==> config.mk <==
export PLATFORM = sky130hd
export DESIGN_NAME = contiguous_ring_allocator
export DESIGN_NICKNAME = d
export VERILOG_FILES = /design/src/rtl/core/cra_pkg.sv /design/src/rtl/core/contiguous_ring_allocator.sv /design/src/rtl/core/cra_step.sv
export VERILOG_INCLUDE_DIRS = /design/src /design/src/rtl/core
export SDC_FILE = /design/constraint.sdc
export NUM_CORES = 1
export LEC_CHECK = 0
export CORE_ASPECT_RATIO = 0.5
export CORE_MARGIN = 3
export CORE_UTILIZATION = 55
export DETAILED_ROUTE_END_ITERATION = 8
export DONT_BUFFER_PORTS = 1
export PLACE_DENSITY = 0.83
export SLEW_MARGIN = 20
export SYNTH_ARGS = -nofsm -noshare
export SYNTH_HDL_FRONTEND = slang
export SYNTH_SLANG_ARGS = --single-unit
==> constraint.sdc <==
create_clock -name clk -period 10.6 [get_ports clk]
set_input_delay 0.53 -clock clk [delete_from_list [all_inputs] [get_ports clk]]
set_output_delay 0.53 -clock clk [all_outputs]
set_load 0.01 [all_outputs]
==> src/rtl/core/contiguous_ring_allocator_macros.svh <==
// Assertion helpers for the ring allocator. Bodies vanish under synthesis.
`ifndef CONTIGUOUS_RING_ALLOCATOR_MACROS_SVH
`define CONTIGUOUS_RING_ALLOCATOR_MACROS_SVH
`ifndef SYNTHESIS
// Check that prop holds at every rising clock edge outside reset.
`define CRA_ASSERT(label, clk, rst_n, prop) \
	label: assert property (@(posedge clk) disable iff (!rst_n) (prop)) \
		else $error("ring allocator assertion failed");
// Check that cond never holds at a rising clock edge outside reset.
`define CRA_ASSERT_NEVER(label, clk, rst_n, cond) \
	label: assert property (@(posedge clk) disable iff (!rst_n) !(cond)) \
		else $error("ring allocator forbidden condition seen");
`else
`define CRA_ASSERT(label, clk, rst_n, prop)
`define CRA_ASSERT_NEVER(label, clk, rst_n, cond)
`endif
`endif

==> src/rtl/core/cra_pkg.sv <==
package cra_pkg;

	localparam int CAP_W = 17;
	localparam int OFS_W = 16;
	localparam int AMT_W = 17;
	localparam int ST_W  = 2;

	localparam logic [CAP_W-1:0] MAX_CAPACITY = 17'd65536;
	localparam logic [CAP_W-1:0] MIN_CAPACITY = 17'd2;

	localparam logic OP_ALLOC   = 1'b0;
	localparam logic OP_CONSUME = 1'b1;

	localparam logic [ST_W-1:0] ST_OK           = 2'd0;
	localparam logic [ST_W-1:0] ST_NO_SPACE     = 2'd1;
	localparam logic [ST_W-1:0] ST_NO_FIT       = 2'd2;
	localparam logic [ST_W-1:0] ST_OVER_CONSUME = 2'd3;

	typedef struct packed {
		logic             op;
		logic [AMT_W-1:0] amount;
	} req_t;

	typedef struct packed {
		logic [ST_W-1:0]  status;
		logic [OFS_W-1:0] grant;
		logic [OFS_W-1:0] free_bytes;
		logic [OFS_W-1:0] used_bytes;
		logic [OFS_W-1:0] head_nxt;
		logic [OFS_W-1:0] tail_nxt;
	} step_res_t;

endpackage

==> src/rtl/core/contiguous_ring_allocator.sv <==
// Contiguous ring allocator: keeps head and tail offsets into a byte ring.
// Input stream (s_axis): one request per transfer. tuser selects the kind
// (allocate or consume), tdata carries the byte amount. Output stream
// (m_axis): one result per request, in request order. tuser is the status,
// tdata packs the granted offset and the free and used byte counts.
// Configuration: a pulse on cfg_we loads the ring capacity (clamped to
// 2..65536) and empties the ring; write it only with no request in flight.
// Pipeline: an accepted request is registered in the request stage,
// evaluated combinationally against the head and tail, and its result is
// registered in the output stage when that stage has room.
// Throughput: one request per cycle while the output is not stalled; the
// head/tail update is a single combinational add-compare-wrap path.
// Reset: capacity returns to 65536, head and tail to zero, both stages empty.
// Stall: a held result keeps the evaluation stage full; the input stays ready
// until that stage fills, then tready drops until the receiver takes the
// result.
module contiguous_ring_allocator (
	input  logic                      clk,
	input  logic                      arst_n,
	input  logic                      cfg_we,
	input  logic [cra_pkg::CAP_W-1:0] cfg_wdata,     // capacity in bytes
	input  logic                      s_axis_tvalid,
	output logic                      s_axis_tready,
	input  logic [23:0]               s_axis_tdata,  // [16:0] amount, rest zero
	input  logic                      s_axis_tuser,  // [0] operation
	output logic                      m_axis_tvalid,
	input  logic                      m_axis_tready,
	output logic [47:0]               m_axis_tdata,  // [15:0] grant_offset,
	                                                 // [31:16] free_bytes,
	                                                 // [47:32] used_bytes
	output logic [cra_pkg::ST_W-1:0]  m_axis_tuser   // [1:0] status
);
	import cra_pkg::*;

`include "contiguous_ring_allocator_macros.svh"

	logic [CAP_W-1:0] capacity_q;
	logic [OFS_W-1:0] head_q, tail_q;
	logic             valid_s1;
	req_t             req_s1;
	logic             out_valid_q;
	step_res_t        res;
	step_res_t        out_q;
	logic             advance;
	logic [CAP_W-1:0] cap_clamped;

	// Move the registered request into the result register when it has room.
	assign advance       = valid_s1 && (!out_valid_q || m_axis_tready);
	assign s_axis_tready = !valid_s1 || advance;

	always_comb begin
		cap_clamped = cfg_wdata;
		if (cfg_wdata < MIN_CAPACITY) begin
			cap_clamped = MIN_CAPACITY;
		end else if (cfg_wdata > MAX_CAPACITY) begin
			cap_clamped = MAX_CAPACITY;
		end
	end

	// Evaluate the registered request against the current ring state.
	cra_step u_step (
		.capacity (capacity_q),
		.head     (head_q),
		.tail     (tail_q),
		.req      (req_s1),
		.res      (res)
	);

	// Control state: stage valids and ring pointers.
	always_ff @(posedge clk or negedge arst_n) begin
		if (!arst_n) begin
			capacity_q  <= MAX_CAPACITY;
			head_q      <= '0;
			tail_q      <= '0;
			valid_s1    <= 1'b0;
			out_valid_q <= 1'b0;
		end else begin
			if (cfg_we) begin
				// new capacity empties the ring
				capacity_q <= cap_clamped;
				head_q     <= '0;
				tail_q     <= '0;
			end else if (advance) begin
				head_q <= res.head_nxt;
				tail_q <= res.tail_nxt;
			end
			if (s_axis_tready) begin
				valid_s1 <= s_axis_tvalid;
			end
			if (advance) begin
				out_valid_q <= 1'b1;
			end else if (m_axis_tready) begin
				out_valid_q <= 1'b0;
			end
		end
	end

	// Payload registers: hold while stalled, load on transfer.
	always_ff @(posedge clk) begin
		if (s_axis_tready && s_axis_tvalid) begin
			req_s1.op     <= s_axis_tuser;
			req_s1.amount <= s_axis_tdata[AMT_W-1:0];
		end
		if (advance) begin
			out_q <= res;
		end
	end

	assign m_axis_tvalid = out_valid_q;
	assign m_axis_tuser  = out_q.status;
	assign m_axis_tdata  = {out_q.used_bytes, out_q.free_bytes, out_q.grant};

	// Pointers never reach the capacity.
	`CRA_ASSERT(a_head_below_cap, clk, arst_n, {1'b0, head_q} < capacity_q)
	`CRA_ASSERT(a_tail_below_cap, clk, arst_n, {1'b0, tail_q} < capacity_q)
	// A failed request grants nothing.
	`CRA_ASSERT_NEVER(a_fail_no_grant, clk, arst_n, out_valid_q && (out_q.status != ST_OK) && (out_q.grant != '0))
	// A stalled evaluation stage keeps its request.
	`CRA_ASSERT(a_s1_holds, clk, arst_n, (valid_s1 && !advance) |=> valid_s1)

endmodule

==> src/rtl/core/cra_step.sv <==
module cra_step (
	input  logic [cra_pkg::CAP_W-1:0] capacity,
	input  logic [cra_pkg::OFS_W-1:0] head,
	input  logic [cra_pkg::OFS_W-1:0] tail,
	input  cra_pkg::req_t             req,
	output cra_pkg::step_res_t        res
);
	import cra_pkg::*;

	// occupied bytes between tail and head, modulo capacity
	function automatic logic [CAP_W-1:0] used_of(
		input logic [CAP_W-1:0] cap,
		input logic [CAP_W-1:0] h,
		input logic [CAP_W-1:0] t
	);
		if (h >= t) begin
			used_of = h - t;
		end else begin
			used_of = h + cap - t;
		end
	endfunction

	logic [CAP_W-1:0] h17, t17, used_cur, free_cur, room_end, head_sum, tail_sum;
	logic [CAP_W-1:0] used_new, free_new;
	logic [ST_W-1:0]  status;
	logic [OFS_W-1:0] grant, head_nxt, tail_nxt;

	assign h17      = {1'b0, head};
	assign t17      = {1'b0, tail};
	assign used_cur = used_of(capacity, h17, t17);
	assign free_cur = capacity - 17'd1 - used_cur;
	assign room_end = capacity - h17;
	assign head_sum = h17 + req.amount;
	assign tail_sum = t17 + req.amount;

	always_comb begin
		status   = ST_OK;
		grant    = '0;
		head_nxt = head;
		tail_nxt = tail;
		if (req.op == OP_ALLOC) begin
			if (free_cur < req.amount) begin
				status = ST_NO_SPACE;
			end else if (h17 >= t17) begin
				if (room_end >= req.amount) begin
					grant    = head;
					head_nxt = (head_sum >= capacity) ? '0 : head_sum[OFS_W-1:0];
				end else if (t17 > req.amount) begin
					// wrap to the start of the ring
					head_nxt = req.amount[OFS_W-1:0];
				end else begin
					status = ST_NO_FIT;
				end
			end else begin
				grant    = head;
				head_nxt = head_sum[OFS_W-1:0];
			end
		end else begin
			if (used_cur < req.amount) begin
				status = ST_OVER_CONSUME;
			end else if (tail_sum >= capacity) begin
				tail_nxt = tail_sum[OFS_W-1:0] - capacity[OFS_W-1:0];
			end else begin
				tail_nxt = tail_sum[OFS_W-1:0];
			end
		end
	end

	assign used_new = used_of(capacity, {1'b0, head_nxt}, {1'b0, tail_nxt});
	assign free_new = capacity - 17'd1 - used_new;

	assign res.status     = status;
	assign res.grant      = grant;
	assign res.free_bytes = free_new[OFS_W-1:0];
	assign res.used_bytes = used_new[OFS_W-1:0];
	assign res.head_nxt   = head_nxt;
	assign res.tail_nxt   = tail_nxt;

endmodule
Word level (Yosys, flattened, before mapping). Index checks and enable logic that the tools add are counted.

Flip-flop bits (word level): 119. Input bits: 47. Output and inout bits: 52. Logic and storage cells: 70.

Add/subtract/negate cells: 13. Magnitude comparators: 10. Mux-type cells: 27. Reduce and logical (&&, ||, !) cells: 9.

Operators by type and width (number): 16-bit 2-to-1 mux (16); 16-bit subtractor (4); 16-bit by 17-bit adder with 17-bit output (3); 17-bit greater-or-equal comparator (3); 17-bit 2-to-1 mux (3); 17-bit < comparator (2); 17-bit by 16-bit subtractor with 17-bit output (2); 16-bit greater-or-equal comparator (2); 16-bit by 17-bit greater-than comparator with 1-bit output (1); 17-bit greater-than comparator, second input constant (1); 17-bit by 2-bit < comparator with 1-bit output, second input constant (1); 16-bit by 16-bit subtractor with 17-bit output (1); 17-bit by 1-bit subtractor with 17-bit output, second input constant (1); 17-bit subtractor (1); 16-bit adder (1); 2-bit 2-to-1 mux (6); 2-bit nonzero test (2); 1-bit logical AND (2); 1-bit zero test (2); 1-bit logical OR (2); 1-bit 2-to-1 mux (2); 2-bit OR reduction (1).

Longest topological paths before layout.
Depth in word-level cells: 11. Gate-level depth with buffers: 59. Mapped depth without buffers: 55.

By module. From an unflattened synthesis, not the netlist that was laid out.

Cell total of the unflattened synthesis: 1817. Area, all modules: 15595.0 µm².

Modules (own cells, without submodules): cra_step (times used 1, cells each 1528, area each 11368.4 µm², seq. area each 0.0 µm²); contiguous_ring_allocator (times used 1, cells each 289, area each 4226.6 µm², seq. area each 3319.4 µm²).

Least setup slack after synthesis. No wires, ideal clock.

Kind: flip-flop to flip-flop. From: register tail_q[1]. To: register out_q (netlist bit m_axis_tdata[30]) (data pin). Setup time: 0.281 ns. Data arrival time: 11.301 ns. Data required time: 10.319 ns. Setup slack: -0.983 ns. Cell stages (with the launch flop): 58. Path buffers: 5. Period minus slack after synthesis: 11.583 ns. Path through: dfrtp_1 inv_1 ha_1 nor2b_1 o31a_1 o41a_1 o21a_4 nor2_8 buf_1 clkbuf_1 nand2_1 o21a_1 ha_1 o21ai_0 a21boi_0 o21a_1 nor2_1 or4_1 [22 not listed] o21ai_1 o22ai_4 clkbuf_1 o21ai_0 ha_1 fa_1 nor2b_1 o21ai_0 a21boi_0 o21ai_0 a21boi_0 o21ai_0 nand2b_1 a21oi_1 maj3_1 o21a_1 nand3_1 o311ai_1.

RTL lines: start: declaration (line contiguous_ring_allocator.sv:38) `logic [OFS_W-1:0] head_q, tail_q;`; start signal: assignment (line contiguous_ring_allocator.sv:85) `tail_q <= res.tail_nxt;`; end signal: assignment (line contiguous_ring_allocator.sv:105) `out_q <= res;`; end: declaration (line contiguous_ring_allocator.sv:43) `step_res_t out_q;`.

==> run_results.csv <==
group,metric,value,unit
outcome,status,"finished with violations",
outcome,violations,"negative setup slack",
clock_tree,cts_root_buffer,"clkbuf_16",
grt,antenna_found_initial,0,
layout,layout-drive-gt1-share,21.97,%
sta,clock.fmax,94.19,MHz
setup_path,crit_fanout,20,
clock_tree,cts_buffers,17,
sta,layout_setup_ws,-17.23,ps
route,vias,15189,
sta,fin_crit,10620,ps
yosys,synth-seq-cells,119,
sta,period_share,100.2,%
place,place_congestion,1.023,
sta,timing.hold.ws,146.0,ps
grt,grt_pass1_wl,77.41,mm
worst_hold_path,hold_path.startpoint,"cfg_we",
setup_path,cp.arrival,10810,ps
floorplanning,io_pins,99,
route,wl,53.61,mm
floorplanning,fp.dieArea,29910,um2
run,maxCapViolations,0,
yosys,syn_nets,2143,
sta,grt_setup_unrepaired,"true",
route,first_iter_violations,1959,
clock_tree,clk_pin_slew_worst_paths,70,ps
setup_path,path_class,"reg -> reg",
sta,fin_setup_tns,-17.23,ps
grt,grt_remaining_overflow,0,
setup_path,slowest_delay,480,ps
layout,syn2layout_area_growth,24.91,%
yosys,synth_ff_type,"edfxtp_1",
sta,final_hold_viol_count,0,
layout,fin_nets,2438,
grt,grt_max_degree,72,
setup_path,cp.required,10800,ps
clock_tree,clockBufferDepth,2,
layout,instances_no_fill,2496,
worst_hold_path,hold_class,"in -> reg",
grt,grt_usage,34.36,%
place,dp_cells,2434,
clock_tree,insertion_delay,470,ps
setup_path,crit_top_cell,"buf_4",
yosys,yosysSeqAreaShare,21.75,%
clock_tree,cts_tree,"yes",
floorplanning,start_util,56.84,%
route,wl_per_cell,21.48,um
floorplanning,rows,42,
place,portBuffers,0,
yosys,ys_async_sr_fraction,42.86,%
yosys,syn_inst,1813,
yosys,synth_edf_count,68,
sta,relSlewSlack,38.09,%
setup_path,end_kind,"register",
sta,worst_pin_slew,928.6,ps
yosys,syn_area_per_cell,8.420,um2
setup_path,timing.rr.start,"head_q[1]",
sta,finalSetupViolations,1,
sta,skew,19.89,ps
yosys,yosys.cell_types.count,80,
route,drcViolationCount,0,
route,vias_per_cell,6.085,
route,drtAntennaViolNets,0,
floorplanning,core-area,26850,um2
layout,nFillCells,1903,
floorplanning,dieHeight,123.8,um
clock_tree,clkSinkCount,119,
yosys,synth.cell_area,15260,um2
setup_path,critPathLaunchType,"register",
place,dp_hpwl,42.16,mm
yosys,yosysWarnings,0,
setup_path,slowest_stage,"fa_1",
setup_path,crit_start,"head_q[1]",
grt,grt_pass1_vias,14076,
sta,slew_viol_final,0,
route,dr.pass1.iters,6,
clock_tree,htreeDepth,4,
floorplanning,die_w,241.6,um
## area by class of cell
| type | count | area (um2) | share of cell area (%) |
|---|---|---|---|
| repair buffers | 308 | 2374 | 12.45 |
| clock buffers | 18 | 429.2 | 2.251 |
| inverters | 237 | 892.1 | 4.679 |
| clock inverters | 14 | 161.4 | 0.8465 |
| multi-input cells | 1425 | 11420 | 59.89 |
| well taps | 374 | 467.9 | 2.454 |
| diodes | 1 | 2.502 | 0.01312 |
| flip-flops and latches | 119 | 3322 | 17.42 |
## synthesized netlist by cell type (all sizes together) (5+ instances only)
cell	count	area, um2
a211o	7	61.31
a211oi	34	255.2
a21boi	15	112.6
a21o	50	375.4
a21oi	139	695.7
a22oi	13	97.59
a31oi	10	62.56
and2	9	56.30
and3	11	68.82
clkbuf	29	108.9
dfrtp	50	1251
edfxtp	68	2042
fa	39	780.8
ha	244	3053
inv	237	889.6
mux2	10	112.6
mux2i	24	240.2
nand2	115	431.7
nand2b	22	137.6
nand3	24	120.1
nand4	28	175.2
nor2	144	566.8
nor2b	34	212.7
nor3	46	230.2
nor4	10	68.81
o211ai	7	52.55
o21a	27	210.2
o21ai	116	584.3
o21bai	22	165.2
o31ai	6	45.04
o41ai	6	78.83
or4	5	37.54
xnor2	103	909.6
xor2	35	306.5
## layer usage
metal | GRT usage [%] | part of all wire (%) | vias to the layer above
met4 | 11.69 | 3.8 | 0
met5 | 0 | 0 | -
li1 | - | - | 7019
met1 | 44.98 | 40 | 7136
met2 | 48.86 | 39 | 878
met3 | 17.38 | 17 | 156
## layout by cell type (no fill, tap or decap), types with 21 or more instances in the layout
master	netlist	layout
o21bai_1	22	22
o21ai_0	112	93
inv_1	235	228
a211oi_1	34	31
o21a_1	26	25
xor2_1	35	35
xnor2_1	102	101
edfxtp_1	68	68
dfrtp_1	50	48
a21o_1	50	49
a21oi_1	139	122
nand4_1	28	28
nand2b_1	22	21
buf_4	0	300
nand2_1	115	113
fa_1	39	33
nand3_1	24	23
nor2_1	141	139
nor3_1	46	45
ha_1	244	235
nor2b_1	34	32
## logic make-up after synthesis
group | count (synthesis) | synth area share, %
compound gates | 499 | 21.28
simple gates | 469 | 14.83
fa+ha+maj | 285 | 25.25
buf+inv | 269 | 6.623
xor+xnor | 138 | 7.967
flops | 119 | 21.75
mux | 34 | 2.311
## stage by stage
step	cell area, um2	utilization, %	worst slack [ps]
floorplan	15300	-	3.225
global placement	17730	66.04	-293.7
detailed placement	17730	66.04	-607.0
CTS	18550	69.09	1.116
global route	19060	71.00	-283.7
finish	19070	71.00	-17.23
## flip-flops by register name, summed over array words and instances, names as in the netlist
| register | cells |
|---|---|
| capacity_q | 17 |
| head_q | 16 |
| m_axis_tdata | 48 |
| m_axis_tuser | 2 |
| m_axis_tvalid | 1 |
| req_s1 | 18 |
| tail_q | 16 |
| valid_s1 | 1 |
## critical path: cells and delay by family (launching register included)
family | cells | cell delay (ps)
compound gates | 23 | 4610
buf+inv | 12 | 1610
mux | 2 | 550
fa+ha+maj | 6 | 1770
xor+xnor | 2 | 230
simple gates | 8 | 1110
flops | 1 | 430
## path summary, 6_finish.rpt
kind | depth (start not counted) | endpoint | slack [ps]
worst max-delay path | 53 | m_axis_tdata[31] | -20
worst min-delay path | 1 | capacity_q[16] | 150
worst max register to register | 53 | m_axis_tdata[31] | -20
worst min register to register | 1 | m_axis_tvalid | 510
max in group asynchronous | 2 | capacity_q[16] | 9680
min in group asynchronous | 2 | head_q[1] | 610
## repair_timing
action	in CTS	in global routing
buffers inserted	8	20
resized for setup	44	91
cloned	0	0
hold endpoints to repair	51	0
endpoints found under the setup margin	8	8
pin swaps	28	76
hold buffers	2	0
Power is not shown: default switching activity piles up to over one toggle a cycle in this logic, so the estimate is an artifact.
